===== config.mk =====
export PLATFORM = sky130hd
export DESIGN_NAME = pet_table
export DESIGN_NICKNAME = d
export VERILOG_FILES = /design/src/hw/rtl/partition_extent_table_unit_defines.svh /design/src/hw/rtl/pet_pkg.sv /design/src/hw/rtl/pet_table.sv
export SDC_FILE = /design/constraint.sdc
export NUM_CORES = 2
export LEC_CHECK = 0
export BUFFER_PORTS_ARGS = -buffer_cell sky130_fd_sc_hd__buf_4
export CAP_MARGIN = 20
export CORE_MARGIN = 2
export CORE_UTILIZATION = 44
export DETAILED_ROUTE_END_ITERATION = 8
export GPL_TIMING_DRIVEN = 0
export MAX_ROUTING_LAYER = met4
export PLACE_DENSITY = 0.61
export RECOVER_POWER = 50
export SYNTH_ARGS = -nofsm -noshare
export SYNTH_HDL_FRONTEND = slang
export SYNTH_SLANG_ARGS = --single-unit

===== constraint.sdc =====
create_clock -name i_clk -period 6.5 [get_ports i_clk]
set_input_delay 0.325 -clock i_clk [delete_from_list [all_inputs] [get_ports i_clk]]
set_output_delay 0.325 -clock i_clk [all_outputs]
set_load 0.1 [all_outputs]

===== src/hw/rtl/partition_extent_table_unit_defines.svh =====
// Assertion macros shared by the partition extent table RTL.
// No dependencies; included by the files that carry assertions.
`ifndef PARTITION_EXTENT_TABLE_UNIT_DEFINES_SVH
`define PARTITION_EXTENT_TABLE_UNIT_DEFINES_SVH

// Same-cycle implication, checked outside reset.
`define PET_ASSERT_NOW(lbl, clk, rst_n, ante, cons, msg) \
    lbl: assert property (@(posedge clk) disable iff (!rst_n) (ante) |-> (cons)) \
        else $error(msg);

// Next-cycle implication, checked outside reset.
`define PET_ASSERT_NEXT(lbl, clk, rst_n, ante, cons, msg) \
    lbl: assert property (@(posedge clk) disable iff (!rst_n) (ante) |=> (cons)) \
        else $error(msg);

`endif


===== src/hw/rtl/pet_pkg.sv =====
// Shared types and constants of the partition extent table.
// No dependencies; imported by every module of the block.
package pet_pkg;

    localparam int MAX_ENTRIES = 32;
    localparam int IDX_W       = $clog2(MAX_ENTRIES);
    localparam int CNT_W       = IDX_W + 1;
    localparam int ID_W        = 6;
    localparam int CFG_IDX_W   = 2;

    // remainder unit: 34-bit dividend, divisor up to 65536
    localparam int DVD_W  = 34;
    localparam int DVS_W  = 17;
    localparam int STEP_W = $clog2(DVD_W + 1);

    localparam logic [2:0] MODE_INSERT = 3'd0;
    localparam logic [2:0] MODE_ALLOC  = 3'd1;
    localparam logic [2:0] MODE_DELETE = 3'd2;
    localparam logic [2:0] MODE_TOGGLE = 3'd3;
    localparam logic [2:0] MODE_CLEAR  = 3'd4;
    localparam logic [2:0] MODE_READ   = 3'd5;

    localparam logic [CFG_IDX_W-1:0] CFG_ALIGN = 2'd0;
    localparam logic [CFG_IDX_W-1:0] CFG_DISK  = 2'd1;

    localparam logic [CNT_W-1:0] PRI_LIMIT     = CNT_W'(4);
    localparam logic [CNT_W-1:0] PRI_LIMIT_LOG = CNT_W'(3);
    localparam logic [ID_W-1:0]  FIRST_LOG_ID  = ID_W'(5);
    localparam logic [ID_W-1:0]  LAST_PRI_ID   = ID_W'(4);

    typedef enum logic [1:0] {
        ST_OK       = 2'd0,
        ST_FULL     = 2'd1,
        ST_REJECT   = 2'd2,
        ST_NOTFOUND = 2'd3
    } t_status;

    typedef struct packed {
        logic [31:0] start;
        logic [31:0] size;
        logic [31:0] rsv;
        logic [1:0]  slot;
        logic        active;
        logic        logical;
    } t_entry;

    typedef struct packed {
        t_status          status;
        logic [IDX_W-1:0] idx;
        t_entry           ent;
    } t_result;

    typedef struct packed {
        logic busy;
        logic done;
    } t_mod_stat;

    typedef enum logic [4:0] {
        S_IDLE, S_SCAN_RD, S_SCAN_EV, S_DECIDE,
        S_GAP_RD, S_GAP_EV, S_MOD_FROM, S_MOD_LEN, S_GAP_CHK,
        S_SH_RD, S_SH_WR, S_PUT, S_DEL_RD, S_DEL_WR, S_RD_WAIT, S_DONE
    } t_state;

endpackage


===== src/hw/rtl/pet_table.sv =====
// Extent storage: one write port, one registered read port.
// Depends on pet_pkg.
module pet_table (
    input  logic                  i_clk,
    input  logic                  i_we,
    input  logic [pet_pkg::IDX_W-1:0] i_waddr,
    input  pet_pkg::t_entry       i_wdata,
    input  logic [pet_pkg::IDX_W-1:0] i_raddr,
    output pet_pkg::t_entry       o_rdata
);
    import pet_pkg::*;

    t_entry mem [MAX_ENTRIES];
    t_entry r_rdata;

    always_ff @(posedge i_clk) begin
        if (i_we) begin
            mem[i_waddr] <= i_wdata;
        end
        r_rdata <= mem[i_raddr];
    end

    assign o_rdata = r_rdata;

endmodule


==> results.json <==
{
  "status": "finished, violations left",
  "violations": "max-capacitance violations, max-slew violations",
  "drv_slew": 253,
  "cts_buffer_depth": 4,
  "cp.required_ns": 7.09,
  "cts_htree_levels": 5,
  "drv_cap": 9,
  "grt_overflow_total": 0,
  "fin_crit_sh_pct": 49.5,
  "rsz0062_at_grt": "no",
  "critical_path_buf_inv_count": 6,
  "final_core_util_pct": 52.0,
  "ys_warn_count": 0,
  "fillCellCount": 21841,
  "syn_area_per_cell_um2": 21.2,
  "route.vias.total": 62999,
  "io_pins": 212,
  "seq_area_um2": 98100,
  "drc": 0,
  "layout.nets": 6759,
  "vias_per_cell": 5.90,
  "path_clk_slew_ns": 0.06,
  "worst_pin_slew_ns": 2.01,
  "final_area_um2": 145000,
  "yosys.cell_types.count": 33,
  "die-area_um2": 285000,
  "area_growth_pct": 17.6,
  "place_area_um2": 134000,
  "drive_gt1_share_pct": 19.6,
  "cts_made_buffers": 343,
  "grt_use_total_pct": 24.3,
  "p_leak_uw": 0.0476,
  "syn-num-nets": 5929,
  "die-height_um": 534,
  "path_cells": "clkbuf_1 -> or3b_2 -> clkbuf_1 -> nor2_1 -> clkbuf_1 -> buf_12 -> buf_12 -> buf_12",
  "drt_iter0_drc": 8335,
  "min_path_type": "primary input to register",
  "vdd_ir_drop_max_mv": 0.273,
  "clock_sinks": 3300,
  "end_kind": "register",
  "syn_area_um2": 123000,
  "cts_setup_buffers": 0,
  "power_density_nw_per_um2": 317,
  "grt_pass1_wl_mm": 477,
  "synthTopCellsByArea": "edfxtp_1 (78%), mux4_2 (7.5%), mux2i_1 (6.3%)",
  "final_cell_mix": "edfxtp_1 (3200), mux2i_1 (780), a22oi_1 (511), mux4_2 (410), clkbuf_16 (345)",
  "avgRoutedWirePerCell_um": 31.9,
  "drt_wl_total_mm": 340,
  "worst_r2r_endpoint": "o_rdata[78]",
  "crit-reg2reg-launch": "mem[10][78]",
  "yosys.area.top_type": "edfxtp_1",
  "postRouteAntennaNets": 0,
  "critPathTopFamily": "buffers and inverters",
  "worstHoldStart": "i_waddr[2]",
  "multiInputGateArea_um2": 23900,
  "initial_core_util_pct": 44.2,
  "critPathLaunchType": "primary input",
  "critPathMaxFanout": 19,
  "postCtsResizedCells": 0,
  "ff2ff_path_depth": 4,
  "max_freq_mhz": 311,
  "worstSetupPathType": "primary input to register",
  "die_w_um": 534,
  "min_path_cells": 3,
  "r2r_slack_ns": 4.45,
  "drt_pre_antenna_iters": 6,
  "clk_latency_ns": 0.94,
  "syn-instance-count": 5817,
  "finalPower_uw": 46000,
  "crit_slowest_cell": "clkbuf_1",
  "grt_max_degree": 33,
  "cts_hold_buf": 100,
  "fin_crit_ns": 3.22,
  "core_area_um2": 279000,
  "antenna_found_initial": 28,
  "final.setup.tns_ns": 0,
  "min_to": "mem[16][62]",
  "port_buffers": 208,
  "ctsRootBufferMaster": "clkbuf_16",
  "place_congestion": 0.776,
  "fin_skew_ns": 0.0406,
  "finalSetupViolCount": 0,
  "num_rows": 194,
  "arrival_ns": 3.80,
  "netlist.area_leader.share_pct": 77.8,
  "grt_pass1_vias": 63116,
  "ys_seq_area_share_pct": 79.4,
  "cts_tree": "built",
  "layout_commonest_cell": "edfxtp_1",
  "hpwl_mm": 225,
  "max_stage_delay_ns": 1.45,
  "ys_ff_latch": 3300,
  "slew-limit-headroom_pct": -33.9,
  "whs_ns": 0.121,
  "hold_viol_final": 0
}
-- worst max path at each step --
stage                          start     endpoint  slack (ns)  cells after the start
after global placement    i_waddr[1]   mem[8][33]       -6.27                      4
after global routing            i_we  mem[24][16]        3.27                      8
after CTS                 i_raddr[4]   o_rdata[2]        3.56                      8
after floorplan           i_waddr[1]   mem[12][0]        0.79                      3
after detailed placement  i_raddr[4]   o_rdata[2]        2.58                      8
final                           i_we  mem[24][26]        3.28                      8
-- per-layer routing --
layer / vias up / track usage [%] / wire, um
met1: 33487 / 32.0 / 135000
met5: - / - / 0
met4: 0 / 7.06 / 10400
met2: 2890 / 39.8 / 169000
met3: 538 / 3.21 / 25200
li1: 26084 / - / -
-- area by class of cell --
class	instances	area share, %
clock inverter	182	1.31
clock buffer	445	6.30
buffer	326	1.17
tap	3724	3.21
inverter	1	0.00258
sequential	3300	67.6
timing repair buffer	485	3.98
multi-input combinational	2190	16.5
antenna	17	0.0293
-- per-stage QoR --
stage,setup slack (ns),std cells
3_5_place_dp,2.58,9925
4_1_cts,3.56,10652
3_3_place_gp,-6.27,9749
6_report,3.28,10670
2_1_floorplan,0.791,5817
5_1_grt,3.27,10659
-- cell families (layout without fill, tap and decap cells) --
family                 Yosys count  after routing  share of synthesized area (%)
buffers and inverters          327           1439                           1.37
DFF                           3300           3300                           79.4
AOI/OAI and AO/OA              663            663                           4.00
and+or+nand+nor                337            337                           1.39
other                            0             17                              0
muxes                         1190           1190                           13.8
-- state kept, by name, indices dropped and copies added (netlist names) --
register and count:
mem 3200, o_rdata 100
-- tightest hold or removal path, cell delays in order --
cell and delay, ns:
buf_4 0.12, or3b_2 0.24, nor2_4 0.15
-- Yosys cell counts --
cell / count
nand3_1: 188
a21oi_1: 16
or3_1: 1
nand4_1: 41
dfxtp_1: 100
nor2_1: 43
inv_1: 1
o211ai_1: 4
nand2b_1: 1
nor2b_1: 15
a22oi_1: 511
o21ai_0: 4
and2_0: 1
a32oi_1: 4
and2_1: 9
and3b_1: 1
buf_2: 103
nand3b_1: 5
nor3_1: 5
and3_1: 1
buf_4: 45
a31oi_1: 59
nor2_2: 3
mux2i_1: 780
clkbuf_1: 135
a2bb2oi_1: 6
edfxtp_1: 3200
or3b_2: 2
nand2_1: 21
buf_6: 23
a22o_1: 59
buf_1: 20
mux4_2: 410
-- report_power, final --
group / internal, uW / switching [uW] / total, uW
logic: 846 / 2160 / 3010
registers: 23700 / 82.2 / 23800
clock network: 11000 / 8290 / 19300
total: 35500 / 10500 / 46000
Power figures use the tool's default switching activity.
