$ cat config.mk
export PLATFORM = sky130hd
export DESIGN_NAME = pet_mod_unit
export DESIGN_NICKNAME = d
export VERILOG_FILES = /design/src/hw/rtl/pet_pkg.sv /design/src/hw/rtl/pet_mod_unit.sv
export VERILOG_INCLUDE_DIRS = /design/src /design/src/hw/rtl
export SDC_FILE = /design/constraint.sdc
export NUM_CORES = 1
export LEC_CHECK = 0
export ABC_AREA = 1
export BUFFER_PORTS_ARGS = -buffer_cell sky130_fd_sc_hd__buf_2
export CORE_ASPECT_RATIO = 1.25
export CORE_MARGIN = 1.5
export CORE_UTILIZATION = 25
export CTS_CLUSTER_SIZE = 16
export DETAILED_ROUTE_END_ITERATION = 10
export HOLD_SLACK_MARGIN = 0.08
export PLACE_DENSITY = 0.43
export SYNTH_ARGS = -nofsm -noshare
export SYNTH_HDL_FRONTEND = slang
export SYNTH_SLANG_ARGS = --single-unit
$ cat constraint.sdc
create_clock -name i_clk -period 1.85 [get_ports i_clk]
set_input_delay 0.2775 -clock i_clk [delete_from_list [all_inputs] [get_ports i_clk]]
set_output_delay 0.2775 -clock i_clk [all_outputs]
set_load 0.02 [all_outputs]
$ cat src/hw/rtl/partition_extent_table_unit_defines.svh
// Assertion macros shared by the partition extent table RTL.
// No dependencies; included by the files that carry assertions.
`ifndef PARTITION_EXTENT_TABLE_UNIT_DEFINES_SVH
`define PARTITION_EXTENT_TABLE_UNIT_DEFINES_SVH

// Same-cycle implication, checked outside reset.
`define PET_ASSERT_NOW(lbl, clk, rst_n, ante, cons, msg) \
    lbl: assert property (@(posedge clk) disable iff (!rst_n) (ante) |-> (cons)) \
        else $error(msg);

// Next-cycle implication, checked outside reset.
`define PET_ASSERT_NEXT(lbl, clk, rst_n, ante, cons, msg) \
    lbl: assert property (@(posedge clk) disable iff (!rst_n) (ante) |=> (cons)) \
        else $error(msg);

`endif

$ cat src/hw/rtl/pet_pkg.sv
// Shared types and constants of the partition extent table.
// No dependencies; imported by every module of the block.
package pet_pkg;

    localparam int MAX_ENTRIES = 32;
    localparam int IDX_W       = $clog2(MAX_ENTRIES);
    localparam int CNT_W       = IDX_W + 1;
    localparam int ID_W        = 6;
    localparam int CFG_IDX_W   = 2;

    // remainder unit: 34-bit dividend, divisor up to 65536
    localparam int DVD_W  = 34;
    localparam int DVS_W  = 17;
    localparam int STEP_W = $clog2(DVD_W + 1);

    localparam logic [2:0] MODE_INSERT = 3'd0;
    localparam logic [2:0] MODE_ALLOC  = 3'd1;
    localparam logic [2:0] MODE_DELETE = 3'd2;
    localparam logic [2:0] MODE_TOGGLE = 3'd3;
    localparam logic [2:0] MODE_CLEAR  = 3'd4;
    localparam logic [2:0] MODE_READ   = 3'd5;

    localparam logic [CFG_IDX_W-1:0] CFG_ALIGN = 2'd0;
    localparam logic [CFG_IDX_W-1:0] CFG_DISK  = 2'd1;

    localparam logic [CNT_W-1:0] PRI_LIMIT     = CNT_W'(4);
    localparam logic [CNT_W-1:0] PRI_LIMIT_LOG = CNT_W'(3);
    localparam logic [ID_W-1:0]  FIRST_LOG_ID  = ID_W'(5);
    localparam logic [ID_W-1:0]  LAST_PRI_ID   = ID_W'(4);

    typedef enum logic [1:0] {
        ST_OK       = 2'd0,
        ST_FULL     = 2'd1,
        ST_REJECT   = 2'd2,
        ST_NOTFOUND = 2'd3
    } t_status;

    typedef struct packed {
        logic [31:0] start;
        logic [31:0] size;
        logic [31:0] rsv;
        logic [1:0]  slot;
        logic        active;
        logic        logical;
    } t_entry;

    typedef struct packed {
        t_status          status;
        logic [IDX_W-1:0] idx;
        t_entry           ent;
    } t_result;

    typedef struct packed {
        logic busy;
        logic done;
    } t_mod_stat;

    typedef enum logic [4:0] {
        S_IDLE, S_SCAN_RD, S_SCAN_EV, S_DECIDE,
        S_GAP_RD, S_GAP_EV, S_MOD_FROM, S_MOD_LEN, S_GAP_CHK,
        S_SH_RD, S_SH_WR, S_PUT, S_DEL_RD, S_DEL_WR, S_RD_WAIT, S_DONE
    } t_state;

endpackage

$ cat src/hw/rtl/pet_mod_unit.sv
// Bit-serial remainder unit, one dividend bit per cycle.
// Depends on pet_pkg and the assertion macro header.
`include "partition_extent_table_unit_defines.svh"
module pet_mod_unit (
    input  logic                      i_clk,
    input  logic                      i_rst_n,
    input  logic                      i_start,
    input  logic [pet_pkg::DVD_W-1:0] i_dividend,
    input  logic [pet_pkg::DVS_W-1:0] i_divisor,
    output pet_pkg::t_mod_stat        o_stat,
    output logic [pet_pkg::DVS_W-1:0] o_rem
);
    import pet_pkg::*;

    logic [STEP_W-1:0] r_steps;
    logic              r_done;
    logic [DVD_W-1:0]  r_dvd;
    logic [DVS_W-1:0]  r_dvs;
    logic [DVS_W-1:0]  r_rem;
    logic [DVS_W:0]    trial;
    logic [DVS_W-1:0]  n_rem;

    always_comb begin
        trial = {r_rem, r_dvd[DVD_W-1]};
        if (trial >= {1'b0, r_dvs}) begin
            n_rem = DVS_W'(trial - {1'b0, r_dvs});
        end else begin
            n_rem = DVS_W'(trial);
        end
    end

    always_ff @(posedge i_clk) begin
        if (!i_rst_n) begin
            r_steps <= '0;
            r_done  <= 1'b0;
        end else if (i_start) begin
            r_steps <= STEP_W'(DVD_W);
            r_done  <= 1'b0;
        end else if (r_steps != '0) begin
            r_steps <= r_steps - 1'b1;
            r_done  <= (r_steps == STEP_W'(1));
        end else begin
            r_done  <= 1'b0;
        end
    end

    always_ff @(posedge i_clk) begin
        if (i_start) begin
            r_dvd <= i_dividend;
            r_dvs <= i_divisor;
            r_rem <= '0;
        end else if (r_steps != '0) begin
            r_dvd <= r_dvd << 1;
            r_rem <= n_rem;
        end
    end

    assign o_stat.busy = (r_steps != '0);
    assign o_stat.done = r_done;
    assign o_rem       = r_rem;

    `PET_ASSERT_NOW(a_rem_below_divisor, i_clk, i_rst_n, r_done, (r_rem < r_dvs),
        "remainder not below divisor")
    `PET_ASSERT_NOW(a_done_idle, i_clk, i_rst_n, r_done, (r_steps == '0),
        "done while still stepping")
    `PET_ASSERT_NEXT(a_start_loads, i_clk, i_rst_n, i_start, (r_steps == STEP_W'(DVD_W)),
        "start did not load the step count")

endmodule
==> results of run 1 <==
cell type report:
type / instances / area [µm²]
sequential: 75 / 2013
clock inverter: 4 / 70.07
multi-input combinational: 398 / 2265
inverter: 85 / 322.8
clock buffer: 12 / 267.8
timing repair buffer: 137 / 949.7
fill: 1836 / 10810
tap: 220 / 275.3
per-layer routing:
layer	track usage (%)	up-vias	wire length (µm)
met2	25.65	81	6397
met5	0	-	16
met1	16.53	1825	5099
li1	-	2072	-
met4	6.118	2	296
met3	2.598	20	571
critical path, delay by kind of cell, from the launching register on:
kind | cells | cell delay [ns]
compound gates | 1 | 0.06
fa+ha+maj | 2 | 0.53
buf+inv | 3 | 0.30
flops | 1 | 0.39
simple gates | 5 | 0.50
kinds of logic after synthesis:
logic type / synth area share, %
compound gates: 4.194
fa+ha+maj: 6.163
flops: 45.88
xor+xnor: 1.798
buf+inv: 10.01
simple gates: 31.95
synthesized netlist by cell type (2+ instances only):
cell type | n | area [µm²]
nand2_1 | 229 | 859.6
inv_1 | 84 | 315.3
edfxtp_1 | 51 | 1531
nand3_1 | 45 | 225.2
nor2_1 | 40 | 150.1
dfxtp_1 | 24 | 480.5
ha_1 | 20 | 250.2
a21oi_1 | 15 | 75.07
o21ai_0 | 12 | 60.06
xnor2_1 | 8 | 70.07
buf_6 | 7 | 78.83
clkbuf_1 | 7 | 26.28
nand2_2 | 5 | 31.28
and2_1 | 3 | 18.77
nand4_1 | 3 | 18.77
nor2_4 | 3 | 33.78
buf_4 | 2 | 15.01
nand3_2 | 2 | 20.02
nand3b_1 | 2 | 15.01
o21ai_1 | 2 | 10.01
cells in the final DEF (no fill, tap or decap), types with 3 or more instances in the layout:
master and n:
nand2_4 3, nor2_2 5, o21ai_0 9, ha_4 10, inv_2 3, nor2_1 33
nand2_2 13, nand3_2 11, ha_1 9, xnor2_1 8, a21oi_1 10, edfxtp_1 51
o21ai_1 5, nor2_4 6, nand3_1 33, buf_4 56, a21oi_2 5, inv_1 80
nand2_1 217, clkbuf_16 11, nand3_4 4, and2_1 3, buf_6 3, nand4_1 3
buf_2 71, buf_12 5, dfxtp_1 23
worst paths after layout:
check	cells after the start	start	slack, ns	end
setup reg to reg	11	r_dvd[33]$_DFFE_PP_	-0.07	o_rem[9]$_SDFFE_PP0N_
hold reg to reg	1	r_steps[0]$_SDFFE_PP0N_	0.49	r_steps[0]$_SDFFE_PP0N_
hold / removal	1	i_divisor[8]	0.10	r_dvs[8]$_DFFE_PP_
setup / recovery	11	r_dvd[33]$_DFFE_PP_	-0.07	o_rem[9]$_SDFFE_PP0N_
what timing repair did:
action | CTS | global route
pin swaps | 5 | 19
hold buffers | 0 | 0
setup endpoints to repair | 52 | 52
gates resized for setup | 23 | 50
setup buffers | 3 | 2
cloned | 0 | 1
where the power goes:
group          switching (mW)  leakage, nW  internal [mW]
logic                    2.74         2.22           2.25
registers               0.203        0.729           2.19
clock network           0.728        0.168           1.30
flip-flops by register name, summed over array words and instances, names as in the netlist:
register  cells
o_rem        17
r_steps       6
r_dvd        34
r_done        1
r_dvs        17
==> results by group, run 1 <==
Run status
  • Status: finished with violations
  • Violated checks: negative setup slack

Clock tree
  • # clock sinks: 75
  • TritonCTS clock tree: yes
  • CTS buffer count: 9
  • CTS Root Cell: clkbuf_16
  • CTS clk-pin slew, worst paths: 0.06 ns
  • Clock Path Buffers: 2
  • Worst-Skew Late Latency: 0.34 ns
  • Max H-tree Level: 3

Die
  • DIE AREA: 0.01835 mm²
  • Core area: 0.01698 mm²
  • Die width: 121.5 µm
  • Initial core utilization: 25.83%
  • DIE HEIGHT: 151.1 µm
  • Core Rows: 53
  • # IOs: 73

Logic synthesis
  • Cells after Synth: 574
  • Ys async rst share: 0%
  • Synthesized flop and latch total: 75
  • Cell variety after synth: 30
  • Yosys warnings: 0
  • Synth Net Count: 649
  • Post-synth EDFFs: 51
  • Sequential area share after synthesis: 45.88%
  • Synthesized area: 0.004385 mm²
  • Synth Area per Inst: 7.640 µm²
  • Top FF cell, synth: edfxtp_1

Timing
  • Hold WS: 0.1033 ns
  • Min cycle time layout: 1.917 ns
  • Post-route clock period utilization: 103.6%
  • Setup Skew: 0.006302 ns
  • Fmax: 521.6 MHz
  • Setup TNS Final: -0.7736 ns
  • Slew Viols, Final: 0
  • RSZ-0062 raised after global routing: yes
  • Slew margin rel.: 69.66%
  • Final Hold Fails: 0
  • Worst slew pin tran: 0.4552 ns
  • Final setup viols: 17
  • Worst Setup Slack, final: -0.06721 ns

GRT
  • Initial antenna violation count: 1
  • Vias in the first global route: 4170
  • First-pass GRT wire length: 20.18 mm
  • Pin count of the biggest net entering global routing: 43
  • Gr usage total: 14.28%
  • Overflow after GRT: 0

Power
  • Max IR drop VDD: 0.5102 mV
  • Total Power: 9.418 mW
  • P_leak: 3.119 nW
  • PD cells: 1528 mW/mm²

Place
  • Dpl cell area: 0.005399 mm²
  • Post-Place Cells: 909
  • Worst slack, placed: -0.2041 ns
  • Port bufs: 72
  • Dpl hpwl: 8.963 mm
  • Final GP Congestion: 0.8369

Worst setup path
  • Critical path class: flip-flop to flip-flop
  • CP cell instances: inv_1 > ha_2 > inv_2 > fa_2 > nand3_2 > nand3_2 > nand3_4 > clkbuf_16 > a21oi_2 > nor2_1 > nor2_1
  • Required time at the worst-slack endpoint: 2.08 ns
  • Setup crit end kind: flip-flop
  • Slowest-stage cell, CP: edfxtp_1
  • Max incr delay on CP: 0.39 ns
  • Crit path arrival time: 2.15 ns
  • Crit-path max FO: 6
  • Worst setup SP type: flip-flop

Finish
  • Layout cells sized above 1: 30.80%
  • Layout Nets: 781
  • Layout Utilization: 36.31%
  • # diodes: 0
  • Non-Filler Instances: 931
  • Finished Cell Area: 0.006163 mm²
  • Synth-to-layout area growth: 40.54%

Job
  • Max Cap Violations: 0

Route
  • Via density: 4.296
  • Iteration count of the initial detailed-routing pass: 4
  • Wire per inst: 13.30 µm
  • DRC Markers: 0
  • Initial drt markers: 144
  • Post-DRT Antenna Nets: 0
  • Vias: 4000
  • DRT Wirelength: 12.38 mm

Min path
  • Hold Crit Class: input pin to flip-flop
(Power assumes the default switching activity.)
==> run 2, diff against run 1 <==
Settings changed: PLACE_DENSITY 0.43 to 0.42.
Clock period 1.85 ns to 2.4 ns, I/O delays scaled along.
==> run 2 against run 1 <==
  * The run now ends clean
  * Clock power fell by 33%
  * Total power fell by 37%
  * Design area fell by 14%
  * Utilization fell by 5.2 points
  * Final cell count fell by 5.7%
  * Via count fell by 6.0%
  * First-iteration DRC count rose by 22%
  * Setup slack improved by 0.32 ns
  * Critical path type unchanged
  * Critical endpoint is now o_rem[12]$_SDFFE_PP0N_
  * Largest cell class is now registers
==> results by group, run 2 (synthesized netlist as in run 1, its figures left out) <==
Place
  • Final GP Congestion: 0.8673 (+3.6%)
  • Dpl hpwl: 8.535 mm (-4.8%)
  • Port bufs: 72 (unchanged)
  • Worst slack, placed: 0.2412 ns (+0.4453 ns)

Power
  • P_leak: 2.747 nW (-12%)
  • Max IR drop VDD: 0.3271 mV (-36%)
  • Total Power: 5.887 mW (-37%)
  • PD cells: 1114 mW/mm² (-27%)

Finish
  • Most frequent cells in the layout: nand2_1, inv_1, buf_2
  • Layout cells sized above 1: 16.74% (-14 points)
  • Max reg flops: 34 (unchanged)
  • Commonest non-fill, non-tap cell in the layout: nand2_1
  • Synth-to-layout area growth: 20.46%
  • Layout Nets: 727 (-6.9%)
  • Largest register by flop count: r_dvd

Clock tree
  • CTS clk-pin slew, worst paths: 0.06 ns (about the same)
  • Post-CTS setup buffer count: 0 (-3)
  • Worst-Skew Late Latency: 0.35 ns (about the same)
  • CTS buffer count: 9 (unchanged)
  • TritonCTS clock tree: yes
  • Post-cts hold buffer count: 0 (unchanged)
  • Max H-tree Level: 3 (unchanged)
  • # clock sinks: 75 (unchanged)
  • Clock Path Buffers: 2 (unchanged)
  • Post-CTS Resized: 0 (-100%)
  • CTS Root Cell: clkbuf_16

GRT
  • Initial antenna violation count: 0 (-1)
  • Overflow after GRT: 0 (unchanged)
  • Gr usage total: 13.18% (-1.1 points)
  • First-pass GRT wire length: 18.44 mm (-8.7%)
  • Pin count of the biggest net entering global routing: 43 (unchanged)
  • Vias in the first global route: 3710 (-11%)

Die
  • Die width: 121.5 µm (unchanged)
  • Initial core utilization: 25.83% (unchanged)
  • DIE HEIGHT: 151.1 µm (unchanged)
  • # IOs: 73 (unchanged)
  • DIE AREA: 0.01835 mm² (unchanged)
  • Core Rows: 53 (unchanged)
  • Core area: 0.01698 mm² (unchanged)

Timing
  • Final Hold Fails: 0 (unchanged)
  • Slew margin rel.: 67.54% (-2.1 points)
  • Final setup viols: 0 (-17)
  • Min cycle time layout: 2.151 ns (+0.2334 ns)
  • Fmax: 465.0 MHz (-11%)
  • Worst slew pin tran: 0.4851 ns (+0.02998 ns)
  • Post-route clock period utilization: 89.61% (-14 points)
  • Setup Skew: 0.01421 ns (+0.007910 ns)
  • RSZ-0062 raised after global routing: no
  • Worst Setup Slack, final: 0.2494 ns (+0.3166 ns)
  • Slew Viols, Final: 0 (unchanged)
  • Setup TNS Final: 0 ns (+0.7736 ns)

Worst setup path
  • Setup crit end kind: flip-flop
  • Critical path class: flip-flop to flip-flop
  • Required time at the worst-slack endpoint: 2.64 ns (+0.56 ns)
  • R2R setup slack: 0.25 ns (+0.32 ns)
  • Worst setup SP type: flip-flop
  • Crit-path max FO: 12 (+6)
  • Crit path arrival time: 2.39 ns (+0.24 ns)

Route
  • Wire per inst: 13.03 µm (-2.0%)
  • Via density: 4.281 (-0.35%)
  • DRT Wirelength: 11.44 mm (-7.6%)
  • Iteration count of the initial detailed-routing pass: 4 (unchanged)
  • DRC Markers: 0 (unchanged)
  • Post-DRT Antenna Nets: 0 (unchanged)
  • Vias: 3759 (-6.0%)
  • Initial drt markers: 175 (+22%)

Run status
  • Status: finished, final reports clean

Job
  • Max Cap Violations: 0 (unchanged)

Min path
  • Hold Crit Class: input pin to flip-flop
[run 2: cell types whose count changed in the layout (fill, tap and decap cells not counted), moves of 7 or more]
cell	previous run	this run
nor2_1	33	40
nand3_2	11	2
ha_4	10	0
nand3_1	33	45
nand2_1	217	229
nand2_2	13	5
buf_4	56	10
ha_1	9	20
[run 2: per-layer routing]
layer,vias to the layer above,wire (µm),global-route usage [%]
met5,-,0,0
met4,0,98,5.176
met3,8,499,2.560
met2,74,6023,24.15
met1,1722,4819,14.96
li1,1955,-,-
[run 2: worst paths after layout]
path,startpoint,end,cells past startpoint
max reg2reg,r_dvd[33]$_DFFE_PP_,o_rem[12]$_SDFFE_PP0N_,12
min reg2reg,r_steps[0]$_SDFFE_PP0N_,r_steps[0]$_SDFFE_PP0N_,1
max,r_dvd[33]$_DFFE_PP_,o_rem[12]$_SDFFE_PP0N_,12
min,i_divisor[5],r_dvs[5]$_DFFE_PP_,1
[run 2: final cells by class]
| class | count | area [µm²] |
|---|---|---|
| well taps | 220 | 275.3 |
| flip-flops and latches | 75 | 2012 |
| clock buffers | 9 | 225.2 |
| clock inverters | 7 | 58.81 |
| diodes | 1 | 2.502 |
| inverters | 85 | 319.1 |
| repair buffers | 83 | 455.4 |
| fillers | 1916 | 11690 |
| multi-input cells | 398 | 1934 |
[run 2: worst max-delay path, cell delays in order (launching register included)]
cell and delay [ns]:
edfxtp_1 0.39, inv_1 0.07, ha_1 0.13, inv_1 0.07, fa_1 0.46, nand3_2 0.13
nand3_2 0.11, nand3_4 0.16, nand2_2 0.20, nand2_1 0.12, nand3_1 0.09, nand2_1 0.07
inv_1 0.03
[run 2: through the flow]
stage / util (%) / hold WS [ns] / cells / instance area (µm²)
global placement: 29.43 / 0.4686 / 861 / 4996
detailed placement: 29.43 / 0.4758 / 861 / 4996
finish: 31.12 / 0.1839 / 878 / 5283
floorplan: - / 0.4473 / 574 / 4385
CTS: 31.10 / 0.1792 / 877 / 5280
global route: 31.10 / 0.1839 / 877 / 5280
[run 2: where the power goes]
group	total (mW)	internal [mW]	switching, mW
Combinational	2.66	0.966	1.70
Clock	1.35	0.791	0.556
Sequential	1.88	1.69	0.189
Total	5.89	3.45	2.44
